File: src/design/pxa_pkg.sv
// ----------------------------------------------------------------------------
// pxa_pkg: shared types and constants of the execute ALU stage
// Opcodes, handoff codes, packed transaction layouts and the
// controller/datapath command and status groups.
// ----------------------------------------------------------------------------
`timescale 1ns / 1ps
`default_nettype none

package pxa_pkg;

   localparam int unsigned XLEN     = 32;
   localparam int unsigned CNT_W    = $clog2(XLEN);
   localparam int unsigned REQ_W    = 184;
   localparam int unsigned RSP_W    = 112;

   // opcodes
   localparam logic [5:0] OP_ADD  = 6'd0;
   localparam logic [5:0] OP_SUB  = 6'd1;
   localparam logic [5:0] OP_MUL  = 6'd2;
   localparam logic [5:0] OP_DIV  = 6'd3;
   localparam logic [5:0] OP_SLL  = 6'd4;
   localparam logic [5:0] OP_SLLV = 6'd5;
   localparam logic [5:0] OP_SRL  = 6'd6;
   localparam logic [5:0] OP_SRLV = 6'd7;
   localparam logic [5:0] OP_SRA  = 6'd8;
   localparam logic [5:0] OP_SRAV = 6'd9;
   localparam logic [5:0] OP_AND  = 6'd10;
   localparam logic [5:0] OP_OR   = 6'd11;
   localparam logic [5:0] OP_XOR  = 6'd12;
   localparam logic [5:0] OP_NOR  = 6'd13;
   localparam logic [5:0] OP_ADDI = 6'd23;
   localparam logic [5:0] OP_SUBI = 6'd24;
   localparam logic [5:0] OP_MULI = 6'd25;
   localparam logic [5:0] OP_DIVI = 6'd26;
   localparam logic [5:0] OP_SLTI = 6'd27;
   localparam logic [5:0] OP_ANDI = 6'd28;
   localparam logic [5:0] OP_ORI  = 6'd29;
   localparam logic [5:0] OP_XORI = 6'd30;
   localparam logic [5:0] OP_SW   = 6'd31;
   localparam logic [5:0] OP_LW   = 6'd32;
   localparam logic [5:0] OP_LI   = 6'd33;
   localparam logic [5:0] OP_B    = 6'd34;
   localparam logic [5:0] OP_BEQ  = 6'd35;
   localparam logic [5:0] OP_BNE  = 6'd36;
   localparam logic [5:0] OP_BGT  = 6'd39;
   localparam logic [5:0] OP_BLT  = 6'd40;
   localparam logic [5:0] OP_J    = 6'd47;

   // what the stage handed on to memory
   localparam logic [1:0] HANDOFF_NONE   = 2'd0;
   localparam logic [1:0] HANDOFF_BUBBLE = 2'd1;
   localparam logic [1:0] HANDOFF_RESULT = 2'd2;

   // request tdata, last field (op_code) in the lowest bits
   typedef struct packed {
      logic [6:0]  pad;
      logic        memory_blocked;
      logic [31:0] jump_target;
      logic [31:0] store_or_compare;
      logic [31:0] immediate;
      logic [4:0]  shift_amount;
      logic [31:0] operand_b;
      logic [31:0] operand_a;
      logic [4:0]  dest_register;
      logic [5:0]  op_code;
   } req_data_type;

   // response tdata, last field (out_op_code) in the lowest bits
   typedef struct packed {
      logic [2:0]  pad;
      logic        stage_blocked;
      logic [31:0] target_address;
      logic        taken_flag;
      logic [31:0] store_data;
      logic [31:0] result_value;
      logic [4:0]  out_dest_register;
      logic [5:0]  out_op_code;
   } rsp_data_type;

   typedef struct packed {
      logic load;
      logic div_start;
      logic div_step;
      logic commit;
   } cmd_type;

   typedef struct packed {
      logic need_div;
      logic div_last;
   } status_type;

endpackage

`default_nettype wire

File: src/design/pxa_divider.sv
// ----------------------------------------------------------------------------
// pxa_divider: unsigned restoring divider, one quotient bit a cycle while step is high
// Works on operand magnitudes; signs and special cases are handled outside.
// ----------------------------------------------------------------------------
`timescale 1ns / 1ps
`default_nettype none

module pxa_divider (
   input  wire                        clock,
   input  wire                        reset,
   input  wire                        start,
   input  wire                        step,
   input  wire [pxa_pkg::XLEN-1:0]    dividend,
   input  wire [pxa_pkg::XLEN-1:0]    divisor,
   output logic [pxa_pkg::XLEN-1:0]   quotient,
   output logic                       last
);

   logic [pxa_pkg::XLEN-1:0]  rem_ff, rem_in;
   logic [pxa_pkg::XLEN-1:0]  quot_ff, quot_in;
   logic [pxa_pkg::XLEN-1:0]  dsr_ff, dsr_in;
   logic [pxa_pkg::CNT_W-1:0] cnt_ff, cnt_in;
   logic [pxa_pkg::XLEN:0]    shifted;
   logic [pxa_pkg::XLEN:0]    diff;

   // one trial subtraction per step
   always_comb begin
      shifted = {rem_ff, quot_ff[pxa_pkg::XLEN-1]};
      diff    = shifted - {1'b0, dsr_ff};
      rem_in  = rem_ff;
      quot_in = quot_ff;
      dsr_in  = dsr_ff;
      cnt_in  = cnt_ff;
      if (start) begin
         rem_in  = '0;
         quot_in = dividend;
         dsr_in  = divisor;
         cnt_in  = '0;
      end else if (step) begin
         if (diff[pxa_pkg::XLEN]) begin
            rem_in = shifted[pxa_pkg::XLEN-1:0];
         end else begin
            rem_in = diff[pxa_pkg::XLEN-1:0];
         end
         quot_in = {quot_ff[pxa_pkg::XLEN-2:0], ~diff[pxa_pkg::XLEN]};
         cnt_in  = cnt_ff + 1'b1;
      end
   end

   always_ff @(posedge clock) begin
      if (reset) begin
         cnt_ff <= '0;
      end else begin
         cnt_ff <= cnt_in;
      end
      rem_ff  <= rem_in;
      quot_ff <= quot_in;
      dsr_ff  <= dsr_in;
   end

   assign quotient = quot_ff;
   assign last     = (cnt_ff == {pxa_pkg::CNT_W{1'b1}});

endmodule

`default_nettype wire

File: src/design/pxa_datapath.sv
// ----------------------------------------------------------------------------
// pxa_datapath: operand latch, ALU, divider and held result registers
// Executes the latched instruction on commit and presents the held state.
// ----------------------------------------------------------------------------
`timescale 1ns / 1ps
`default_nettype none

module pxa_datapath (
   input  wire                         clock,
   input  wire                         reset,
   input  wire pxa_pkg::cmd_type       cmd,
   output pxa_pkg::status_type         status,
   input  wire [pxa_pkg::REQ_W-1:0]    req_tdata,
   input  wire                         req_tuser,
   output logic [pxa_pkg::RSP_W-1:0]   rsp_tdata,
   output logic [1:0]                  rsp_tuser
);

   pxa_pkg::req_data_type in_ff;
   logic                  has_ff;

   logic [5:0]  op_ff, op_in;
   logic [4:0]  dest_ff, dest_in;
   logic [31:0] value_ff, value_in;
   logic [31:0] store_ff, store_in;
   logic        taken_ff, taken_in;
   logic [31:0] target_ff, target_in;
   logic        stalled_ff, stalled_in;
   logic [1:0]  handoff_ff, handoff_in;

   logic [31:0] opa, opb, imm, cmp;
   logic [4:0]  sh, shv;
   logic [31:0] mul_src, mul_lo;
   logic [31:0] div_raw, dvd_mag, dsr_mag, div_q, div_res;
   logic        div_op, div_last;
   pxa_pkg::rsp_data_type rsp;

   assign opa = in_ff.operand_a;
   assign opb = in_ff.operand_b;
   assign imm = in_ff.immediate;
   assign cmp = in_ff.store_or_compare;
   assign sh  = in_ff.shift_amount;
   assign shv = opb[4:0];

   // latch the accepted transaction
   always_ff @(posedge clock) begin
      if (cmd.load) begin
         in_ff  <= pxa_pkg::req_data_type'(req_tdata);
         has_ff <= req_tuser;
      end
   end

   // divide operands as magnitudes
   assign div_op  = (in_ff.op_code == pxa_pkg::OP_DIV) || (in_ff.op_code == pxa_pkg::OP_DIVI);
   assign div_raw = (in_ff.op_code == pxa_pkg::OP_DIV) ? opb : imm;
   assign dvd_mag = opa[31] ? (32'd0 - opa) : opa;
   assign dsr_mag = div_raw[31] ? (32'd0 - div_raw) : div_raw;

   pxa_divider u_divider (
      .clock    (clock),
      .reset    (reset),
      .start    (cmd.div_start),
      .step     (cmd.div_step),
      .dividend (dvd_mag),
      .divisor  (dsr_mag),
      .quotient (div_q),
      .last     (div_last)
   );

   // zero divisor gives all ones; sign restored on the quotient
   always_comb begin
      if (div_raw == 32'd0) begin
         div_res = 32'hFFFF_FFFF;
      end else if (opa[31] ^ div_raw[31]) begin
         div_res = 32'd0 - div_q;
      end else begin
         div_res = div_q;
      end
   end

   assign mul_src = (in_ff.op_code == pxa_pkg::OP_MUL) ? opb : imm;
   assign mul_lo  = opa * mul_src;

   assign status.need_div = has_ff && !stalled_ff && div_op;
   assign status.div_last = div_last;

   // execute and update the held result
   always_comb begin
      op_in      = op_ff;
      dest_in    = dest_ff;
      value_in   = value_ff;
      store_in   = store_ff;
      taken_in   = taken_ff;
      target_in  = target_ff;
      stalled_in = stalled_ff;
      handoff_in = handoff_ff;
      if (cmd.commit) begin
         if (has_ff) begin
            if (!stalled_ff) begin
               op_in   = in_ff.op_code;
               dest_in = in_ff.dest_register;
               case (in_ff.op_code)
                  pxa_pkg::OP_ADD:  value_in = opa + opb;
                  pxa_pkg::OP_SUB:  value_in = opa - opb;
                  pxa_pkg::OP_MUL:  value_in = mul_lo;
                  pxa_pkg::OP_DIV:  value_in = div_res;
                  pxa_pkg::OP_SLL:  value_in = opa << sh;
                  pxa_pkg::OP_SLLV: value_in = opa << shv;
                  pxa_pkg::OP_SRL:  value_in = opa >> sh;
                  pxa_pkg::OP_SRLV: value_in = opa >> shv;
                  pxa_pkg::OP_SRA:  value_in = 32'($signed(opa) >>> sh);
                  pxa_pkg::OP_SRAV: value_in = 32'($signed(opa) >>> shv);
                  pxa_pkg::OP_AND:  value_in = opa & opb;
                  pxa_pkg::OP_OR:   value_in = opa | opb;
                  pxa_pkg::OP_XOR:  value_in = opa ^ opb;
                  pxa_pkg::OP_NOR:  value_in = ~(opa | opb);
                  pxa_pkg::OP_ADDI: value_in = opa + imm;
                  pxa_pkg::OP_SUBI: value_in = opa - imm;
                  pxa_pkg::OP_MULI: value_in = mul_lo;
                  pxa_pkg::OP_DIVI: value_in = div_res;
                  pxa_pkg::OP_SLTI: value_in = {31'd0, $signed(opa) < $signed(imm)};
                  pxa_pkg::OP_ANDI: value_in = opa & imm;
                  pxa_pkg::OP_ORI:  value_in = opa | imm;
                  pxa_pkg::OP_XORI: value_in = opa ^ imm;
                  pxa_pkg::OP_SW: begin
                     value_in = opa + imm;
                     store_in = cmp;
                  end
                  pxa_pkg::OP_LW:   value_in = opa + imm;
                  pxa_pkg::OP_LI:   value_in = imm;
                  pxa_pkg::OP_B: begin
                     taken_in  = 1'b1;
                     target_in = imm;
                  end
                  pxa_pkg::OP_BEQ: begin
                     taken_in  = (cmp == opa);
                     target_in = imm;
                  end
                  pxa_pkg::OP_BNE: begin
                     taken_in  = (cmp != opa);
                     target_in = imm;
                  end
                  pxa_pkg::OP_BGT: begin
                     taken_in  = $signed(opa) < $signed(cmp);
                     target_in = imm;
                  end
                  pxa_pkg::OP_BLT: begin
                     taken_in  = $signed(cmp) < $signed(opa);
                     target_in = imm;
                  end
                  pxa_pkg::OP_J:    target_in = in_ff.jump_target;
                  default: ;
               endcase
            end
            stalled_in = in_ff.memory_blocked;
            handoff_in = in_ff.memory_blocked ? pxa_pkg::HANDOFF_NONE
                                              : pxa_pkg::HANDOFF_RESULT;
         end else begin
            handoff_in = in_ff.memory_blocked ? pxa_pkg::HANDOFF_NONE
                                              : pxa_pkg::HANDOFF_BUBBLE;
         end
      end
   end

   always_ff @(posedge clock) begin
      if (reset) begin
         op_ff      <= '0;
         dest_ff    <= '0;
         value_ff   <= '0;
         store_ff   <= '0;
         taken_ff   <= 1'b0;
         target_ff  <= '0;
         stalled_ff <= 1'b0;
         handoff_ff <= pxa_pkg::HANDOFF_NONE;
      end else begin
         op_ff      <= op_in;
         dest_ff    <= dest_in;
         value_ff   <= value_in;
         store_ff   <= store_in;
         taken_ff   <= taken_in;
         target_ff  <= target_in;
         stalled_ff <= stalled_in;
         handoff_ff <= handoff_in;
      end
   end

   // response view of the held state
   always_comb begin
      rsp.pad               = '0;
      rsp.stage_blocked     = stalled_ff;
      rsp.target_address    = target_ff;
      rsp.taken_flag        = taken_ff;
      rsp.store_data        = store_ff;
      rsp.result_value      = value_ff;
      rsp.out_dest_register = dest_ff;
      rsp.out_op_code       = op_ff;
   end

   assign rsp_tdata = rsp;
   assign rsp_tuser = handoff_ff;

endmodule

`default_nettype wire

File: src/design/pxa_ctrl.sv
// ----------------------------------------------------------------------------
// pxa_ctrl: sequencer of the execute ALU stage
// Accepts one transaction, runs the divider if needed, commits, then offers
// the result until it is taken.
// ----------------------------------------------------------------------------
`timescale 1ns / 1ps
`default_nettype none

module pxa_ctrl (
   input  wire                       clock,
   input  wire                       reset,
   input  wire                       req_tvalid,
   output logic                      req_tready,
   output logic                      rsp_tvalid,
   input  wire                       rsp_tready,
   output pxa_pkg::cmd_type          cmd,
   input  wire pxa_pkg::status_type  status
);

   localparam logic [2:0] ST_IDLE = 3'd0;
   localparam logic [2:0] ST_EVAL = 3'd1;
   localparam logic [2:0] ST_DIV  = 3'd2;
   localparam logic [2:0] ST_FIN  = 3'd3;
   localparam logic [2:0] ST_OUT  = 3'd4;

   logic [2:0] state_ff, state_in;

   // next state and commands
   always_comb begin
      state_in   = state_ff;
      cmd        = '0;
      req_tready = 1'b0;
      rsp_tvalid = 1'b0;
      case (state_ff)
         ST_IDLE: begin
            req_tready = 1'b1;
            if (req_tvalid) begin
               cmd.load = 1'b1;
               state_in = ST_EVAL;
            end
         end
         ST_EVAL: begin
            if (status.need_div) begin
               cmd.div_start = 1'b1;
               state_in      = ST_DIV;
            end else begin
               cmd.commit = 1'b1;
               state_in   = ST_OUT;
            end
         end
         ST_DIV: begin
            cmd.div_step = 1'b1;
            if (status.div_last) begin
               state_in = ST_FIN;
            end
         end
         ST_FIN: begin
            cmd.commit = 1'b1;
            state_in   = ST_OUT;
         end
         ST_OUT: begin
            rsp_tvalid = 1'b1;
            if (rsp_tready) begin
               state_in = ST_IDLE;
            end
         end
         default: state_in = ST_IDLE;
      endcase
   end

   always_ff @(posedge clock) begin
      if (reset) begin
         state_ff <= ST_IDLE;
      end else begin
         state_ff <= state_in;
      end
   end

endmodule

`default_nettype wire

File: src/design/pipeline_execute_alu_stage.sv
// ----------------------------------------------------------------------------
// pipeline_execute_alu_stage: execute stage with a one-entry result register
// Each request transaction is one tick of the stage: a bubble or a decoded
// instruction plus the memory-stage block flag. Each produces one response.
//
// Channels: req_* carries the tick (tuser = has_instruction), rsp_* the
// handoff code (tuser) and the held result state (tdata). No configuration.
// Sequence: a non-dividing transaction is accepted in the idle state,
// committed in the evaluate state and offered in the output state; div
// and divi start the restoring divider in the evaluate state, run its 32
// steps in the divide state and commit in the finish state. Only one
// transaction is in flight; the next request is accepted the cycle after
// the response is taken.
// Reset clears the held result, the stall flag and the sequencer; req_tready
// is high in the first cycle after reset.
// While the receiver holds rsp_tready low the response stays stable and no
// new request is accepted.
// ----------------------------------------------------------------------------
`timescale 1ns / 1ps
`default_nettype none

module pipeline_execute_alu_stage (
   input  wire                         clock,
   input  wire                         reset,
   input  wire                         req_tvalid,
   output logic                        req_tready,
   // op_code, dest_register, operand_a, operand_b, shift_amount, immediate,
   // store_or_compare, jump_target, memory_blocked, zero fill
   input  wire [pxa_pkg::REQ_W-1:0]    req_tdata,
   // has_instruction
   input  wire                         req_tuser,
   output logic                        rsp_tvalid,
   input  wire                         rsp_tready,
   // out_op_code, out_dest_register, result_value, store_data,
   // taken_flag, target_address, stage_blocked, zero fill
   output logic [pxa_pkg::RSP_W-1:0]   rsp_tdata,
   // handoff
   output logic [1:0]                  rsp_tuser
);

   pxa_pkg::cmd_type    cmd;
   pxa_pkg::status_type status;

   pxa_ctrl u_ctrl (
      .clock      (clock),
      .reset      (reset),
      .req_tvalid (req_tvalid),
      .req_tready (req_tready),
      .rsp_tvalid (rsp_tvalid),
      .rsp_tready (rsp_tready),
      .cmd        (cmd),
      .status     (status)
   );

   pxa_datapath u_datapath (
      .clock     (clock),
      .reset     (reset),
      .cmd       (cmd),
      .status    (status),
      .req_tdata (req_tdata),
      .req_tuser (req_tuser),
      .rsp_tdata (rsp_tdata),
      .rsp_tuser (rsp_tuser)
   );

endmodule

`default_nettype wire

File: config.mk
export PLATFORM = sky130hd
export DESIGN_NAME = pipeline_execute_alu_stage
export DESIGN_NICKNAME = d
export VERILOG_FILES = /design/src/design/pxa_pkg.sv /design/src/design/pxa_divider.sv /design/src/design/pxa_datapath.sv /design/src/design/pxa_ctrl.sv /design/src/design/pipeline_execute_alu_stage.sv
export SDC_FILE = /design/constraint.sdc
export NUM_CORES = 2
export LEC_CHECK = 0
export BUFFER_PORTS_ARGS = -buffer_cell sky130_fd_sc_hd__buf_2
export CORE_MARGIN = 2
export CORE_UTILIZATION = 30
export DETAILED_ROUTE_END_ITERATION = 16
export PLACE_DENSITY = 0.55
export SETUP_SLACK_MARGIN = 0.02
export SYNTH_ARGS = -nofsm -noshare
export SYNTH_HDL_FRONTEND = slang
export SYNTH_SLANG_ARGS = --single-unit
File: constraint.sdc
create_clock -name clock -period 10.85 [get_ports clock]
set_input_delay 1.085 -clock clock [delete_from_list [all_inputs] [get_ports clock]]
set_output_delay 1.085 -clock clock [all_outputs]
set_load 0.005 [all_outputs]
---- Word level (Yosys, flattened, before mapping) ----
Cells that the tools add are included.
W data, S select, Z words.
cells by class
  multiply operators ...................... 1
  reduce and logical (&&, ||, !) cells .... 23
  $lt $le $gt $ge ......................... 3
  bitwise logic cells ..................... 10
  muxes and demuxes ....................... 29
  $add $sub $neg .......................... 9
  shifts and indexed selects .............. 6
  equality and inequality tests ........... 40
operators by type and width
  cell                     count
  $pmux W32 S21            1
  $mux W32                 8
  $lt A32 B32 Y1           3
  $sub A1 B32 Y32 const A  3
  $add A32 B32 Y32         2
  $and A32 B32 Y32         2
  $or A32 B32 Y32          2
  $pmux W32 S2             1
  $shl A32 B5 Y32          2
  $shr A32 B5 Y32          2
  $sshr A32 B5 Y32         2
  $sub A32 B32 Y32         2
  $xor A32 B32 Y32         2
  $eq A6 B5 Y1 const B     9
  $eq A6 B6 Y1 const B     8
  $eq A6 B4 Y1 const B     6
  $sub A33 B32 Y33         1
  $eq A32 B32 Y1           1
  $logic_not A32 Y1        1
  $mul A32 B32 Y32         1
  $ne A32 B32 Y1           1
  $not A32 Y32             1
  $mux W31                 1
  $eq A6 B3 Y1 const B     4
  31 further kinds         55
storage, ports and cells
  logic and storage cells ................. 145
  output and inout port bits .............. 116
  register bits ........................... 393

---- Logic depth before layout (Yosys ltp) ----
  depth after elaboration ................. 6
  depth in mapped cells ................... 34
  depth with buffers taken out ............ 30

---- Hierarchy ----
A second synthesis with hierarchy kept.
second synthesis, totals
  cell total of the unflattened synthesis .. 5646
  area, all modules ....................... 48512.8 um2
by module, submodules not included
  module        area an instance (um2)  seq. area each (um2)  times used  cells an instance
  pxa_datapath  42404.4                 7567.3                1           5058
  pxa_divider   5905.7                  2662.6                1           563
  pxa_ctrl      202.7                   60.1                  1           25

---- Least setup slack after synthesis ----
OpenSTA, ideal clock, no wires.
  path type ............................... register to register
  from .................................... reg u_datapath.in_ff[2] (netlist bit)
  to ...................................... reg u_datapath.value_ff[29]
  stages on the path, launching flop included .. 33
  path buffers ............................ 5
  period minus slack after synthesis ...... 9216 ps
  path slack .............................. 1634 ps
  arrival time ............................ 9092 ps
  setup time .............................. 124 ps
  required time ........................... 10726 ps
  cell sequence ........................... edfxtp_1 > clkbuf_1 > nor2b_1 > nand3_1 > buf_2 > buf_1 > buf_1 > mux2i_1 > clkbuf_1 > nor2_1 > fa_1 > inv_1 > fa_1 > fa_1 > inv_1 > fa_1 > ha_1 > ha_1 > inv_1 > fa_1 > inv_1 > fa_1 > ha_1 > or3_1 > o31a_1 > o41ai_1 > o21ai_0 > a311oi_1 > o21ai_1 > and4b_1 > a31o_2 > a22oi_1 > a31oi_1
between the ends
  cells in the longest elaborated chain, start to end .. 6
  elaborated cells between the ends (all ways) .. 42
RTL lines
  element                                                                   line                 RTL
  start, declared                                                           pxa_datapath.sv:19   pxa_pkg::req_data_type in_ff;
  start signal, assigned                                                    pxa_datapath.sv:48   in_ff <= pxa_pkg::req_data_type'(req_tdata);
  parallel branches: the longest is 6 deep, another holds $mul A32 B32 Y32  n/a
  end signal, assigned                                                      pxa_datapath.sv:178  value_ff <= value_in;
  end, declared                                                             pxa_datapath.sv:24   logic [31:0] value_ff, value_in;
Several ways; the timed one is not identified.
A chain may end at the register's enable or synchronous reset.

---- Final worst setup path ----
  from .................................... reg u_datapath.in_ff[5] (netlist bit)
  to ...................................... reg u_datapath.value_ff[29]
The elaborated chain is that of the path after synthesis.

==> results.tsv <==
stage	metric	value	unit
run_status	status	finished clean	
critical_path	Critical Path RT	11370	ps
critical_path	Worst Setup SP	u_datapath.in_ff[5]$_DFFE_PP_	
synthesis	EDFF count, synth	242	
sta	final worst path period share	92.7	%
floorplan	initial core utilization	30.2	%
drt	Iter 0 DRT Violations	6056	
synthesis	Synth cell types	90	
clock_network	CTS tree	built	
clock_network	H-tree levels	2	
floorplan	width of the die	403	um
floorplan	Top Ports	305	
finish	share of cells above drive strength 1	12.6	%
floorplan	row count	146	
sta	Tmin final	10060	ps
sta	relative slew slack	3.89	%
floorplan	Die Y	403	um
synthesis	Post-synth ARST share	0	%
clock_network	Worst-path clk slew	60	ps
synthesis	Yosys reg bits	393	
global_route	GRT overflow	0	
sta	clock skew	54.3	ps
clock_network	post-CTS resize count	0	
global_route	GRT Overall Usage	28.4	%
run	Max-cap violations	0	
sta	Setup TNS	0	ps
hold_path	HP Start	u_datapath.value_ff[4]$_SDFFE_PP0P_	
clock_network	CTS Buf Count	46	
clock_network	CTS sink count	393	
clock_network	clock root buffer	clkbuf_16	
placed_design	detailed placement HPWL	178000	um
drt	routed len/inst	30.0	um
synthesis	register area share after synthesis	21.5	%
synthesis	Mapped Area	0.0478	mm2
finish	nets	6637	
synthesis	Mapped Cells	5597	
sta	Slew @ Worst Pin	1410	ps
finish	Reg with most FFs	u_datapath.in_ff	
clock_network	Post-CTS Setup Inserts	0	
clock_network	Hold-fix buffers, CTS	0	
clock_network	worst-skew pair later-pin latency	670	ps
sta	Fin. Hold Viols	0	
critical_path	Worst setup EP type	flip-flop	
drt	drt pass-1 iters	9	
finish	synthesis-to-finish area growth	12.4	%
global_route	largest net degree at the start of global routing	154	
critical_path	CP max stage delay	760	ps
synthesis	Synth top area share	17.2	%
synthesis	post-synth top area cell	fa_1	
synthesis	yosys warns	0	
synthesis	main flop type after synthesis	edfxtp_1	
placed_design	# port buffers	294	
placed_design	Placer Congestion	1.04	
critical_path	worst setup path category	reg -> reg	
synthesis	Mean Syn Cell Area	8.53	um2
critical_path	CP max stage cell	nand3_2	
critical_path	critical path arrival	10580	ps
critical_path	most common cell type on the critical path	fa_1	
clock_network	deepest clock path buffer count	3	
critical_path	Critical R2R Launch	u_datapath.in_ff[5]$_DFFE_PP_	
floorplan	Die Footprint	0.162	mm2
global_route	vias in the first global route	43986	
sta	setup repair after global routing missed its margin	false	
drt	final WL	236000	um
floorplan	Core ar.	0.158	mm2
synthesis	Synth area leaders	fa_1 17%, edfxtp_1 15%, ha_1 7.5%	
sta	Fmax achieved	99.4	MHz
sta	max-slew violations	0	
finish	Largest register FFs	44	
global_route	first-pass GRT wire length	331000	um
drt	via count	45634	
drt	drt via density	5.79	
hold_path	HP Class	reg -> reg	
critical_path	crit-path max FO	17	
sta	endpoints failing setup	0	
drt	post-route ant nets	0	
finish	FILL cells	16643	
drt	DRC	0	
global_route	initial antenna violation count	27	
critical_path	crit start category	flip-flop	
==> routing by layer <==
layer | vias to the layer above | wire, um | track usage, % | part of all wire [%]
met3 | 663 | 27700 | 8.24 | 12
met4 | 10 | 15300 | 15.6 | 6.5
li1 | 19573 | - | - | -
met2 | 2838 | 99100 | 41.9 | 42
met5 | - | 72 | 0 | 0.031
met1 | 22550 | 93800 | 37.2 | 40
==> cell usage after synthesis, types with 12 or more instances <==
library cell    n
fa_1          411
nand3_1        60
clkbuf_1      347
nand2b_1       44
nand2_1       611
nor2b_1        35
edfxtp_1      242
or4_1          13
a221oi_1       34
nor3_1         80
a31oi_1        46
buf_2          26
mux2i_1       308
a21o_1         65
o31ai_1        27
o21ai_0       275
xor2_1         84
nor4_1         31
a211oi_1       88
nand4_1        33
and2_1         60
o21bai_1       17
a221o_1        14
a2111oi_0      18
a32oi_1        15
o311ai_0       17
and3_1         16
o2111ai_1      15
o22ai_1        17
or2_2          14
nor2_1        599
xnor2_1       201
a21oi_1       348
mux2_2         48
nor3b_1        12
ha_1          288
o41ai_1        13
dfxtp_1       151
mux4_2         32
or3_1          25
o211ai_1       31
buf_1          23
inv_1         545
o221ai_1       22
o21a_1         25
==> cell usage in the layout (no fill, tap or decap), types with 27 or more instances in the layout <==
cell type  synthesis  final
edfxtp_1         242    242
clkbuf_16          0     47
buf_4              5    209
ha_1             288    288
o211ai_1          31     31
mux2i_1          308    294
o21ai_0          275    273
o31ai_1           27     27
nor2b_1           35     35
a221oi_1          34     34
a31oi_1           46     46
buf_2             26    293
a211oi_1          88     88
inv_1            545    543
fa_1             411    411
nand3_1           60     59
a21o_1            65     65
nand2b_1          44     44
a21oi_1          348    346
xor2_1            84     84
dfxtp_1          151    151
nor4_1            31     29
nand2_1          611    611
mux4_2            32     32
nand4_1           33     33
nor3_1            80     79
xnor2_1          201    200
mux2_2            48     48
and2_1            60     59
nor2_1           599    592
==> final timing paths <==
check | end | slack, ps | cells past startpoint
worst max-delay path | u_datapath.value_ff[29]$_SDFFE_PP0P_ | 790 | 30
worst min-delay path | u_datapath.value_ff[4]$_SDFFE_PP0P_ | 450 | 2
worst max register to register | u_datapath.value_ff[29]$_SDFFE_PP0P_ | 790 | 30
worst min register to register | u_datapath.value_ff[4]$_SDFFE_PP0P_ | 450 | 2
==> cell families after synthesis <==
logic type | Yosys count | share of synthesized area (%)
buffers and inverters | 962 | 7.67
AND/OR/NAND/NOR | 1668 | 15.4
adder cells (fa/ha/maj) | 699 | 24.8
multiplexers | 390 | 9.15
flip-flops | 393 | 21.5
XOR/XNOR | 286 | 5.27
AO/OA/AOI/OAI | 1198 | 16.2
other | 1 | 0.00785
==> critical path: cells and delay by family (launching register included) <==
family	cells	cell delay, ps
mux	1	410
fa+ha+maj	9	3740
simple gates	5	2030
compound gates	8	2380
flops	1	390
buf+inv	7	930
==> final cells by class <==
| cell class | count | area [um2] | share of cell area [%] |
|---|---|---|---|
| Sequential cell | 393 | 10300 | 19.2 |
| Antenna cell | 16 | 40.0 | 0.0746 |
| Multi-Input combinational cell | 4244 | 34000 | 63.4 |
| Tap cell | 2072 | 2590 | 4.83 |
| Clock inverter | 34 | 369 | 0.688 |
| Timing Repair Buffer | 503 | 3060 | 5.69 |
| Inverter | 561 | 2110 | 3.92 |
| Clock buffer | 52 | 1190 | 2.23 |
==> metrics by stage <==
stage	hold WS (ps)	utilization (%)	instance area, um2	setup WS (ps)	std cells
2_1_floorplan	441	-	47800	1630	5599
3_3_place_gp	440	32.9	52100	1120	7773
3_5_place_dp	444	32.9	52100	1100	7773
4_1_cts	452	33.9	53600	1040	7859
5_1_grt	470	33.9	53700	546	7866
6_report	452	33.9	53700	793	7875
Power is not shown: default switching activity piles up to over one toggle a cycle in this logic, so the estimate is an artifact.
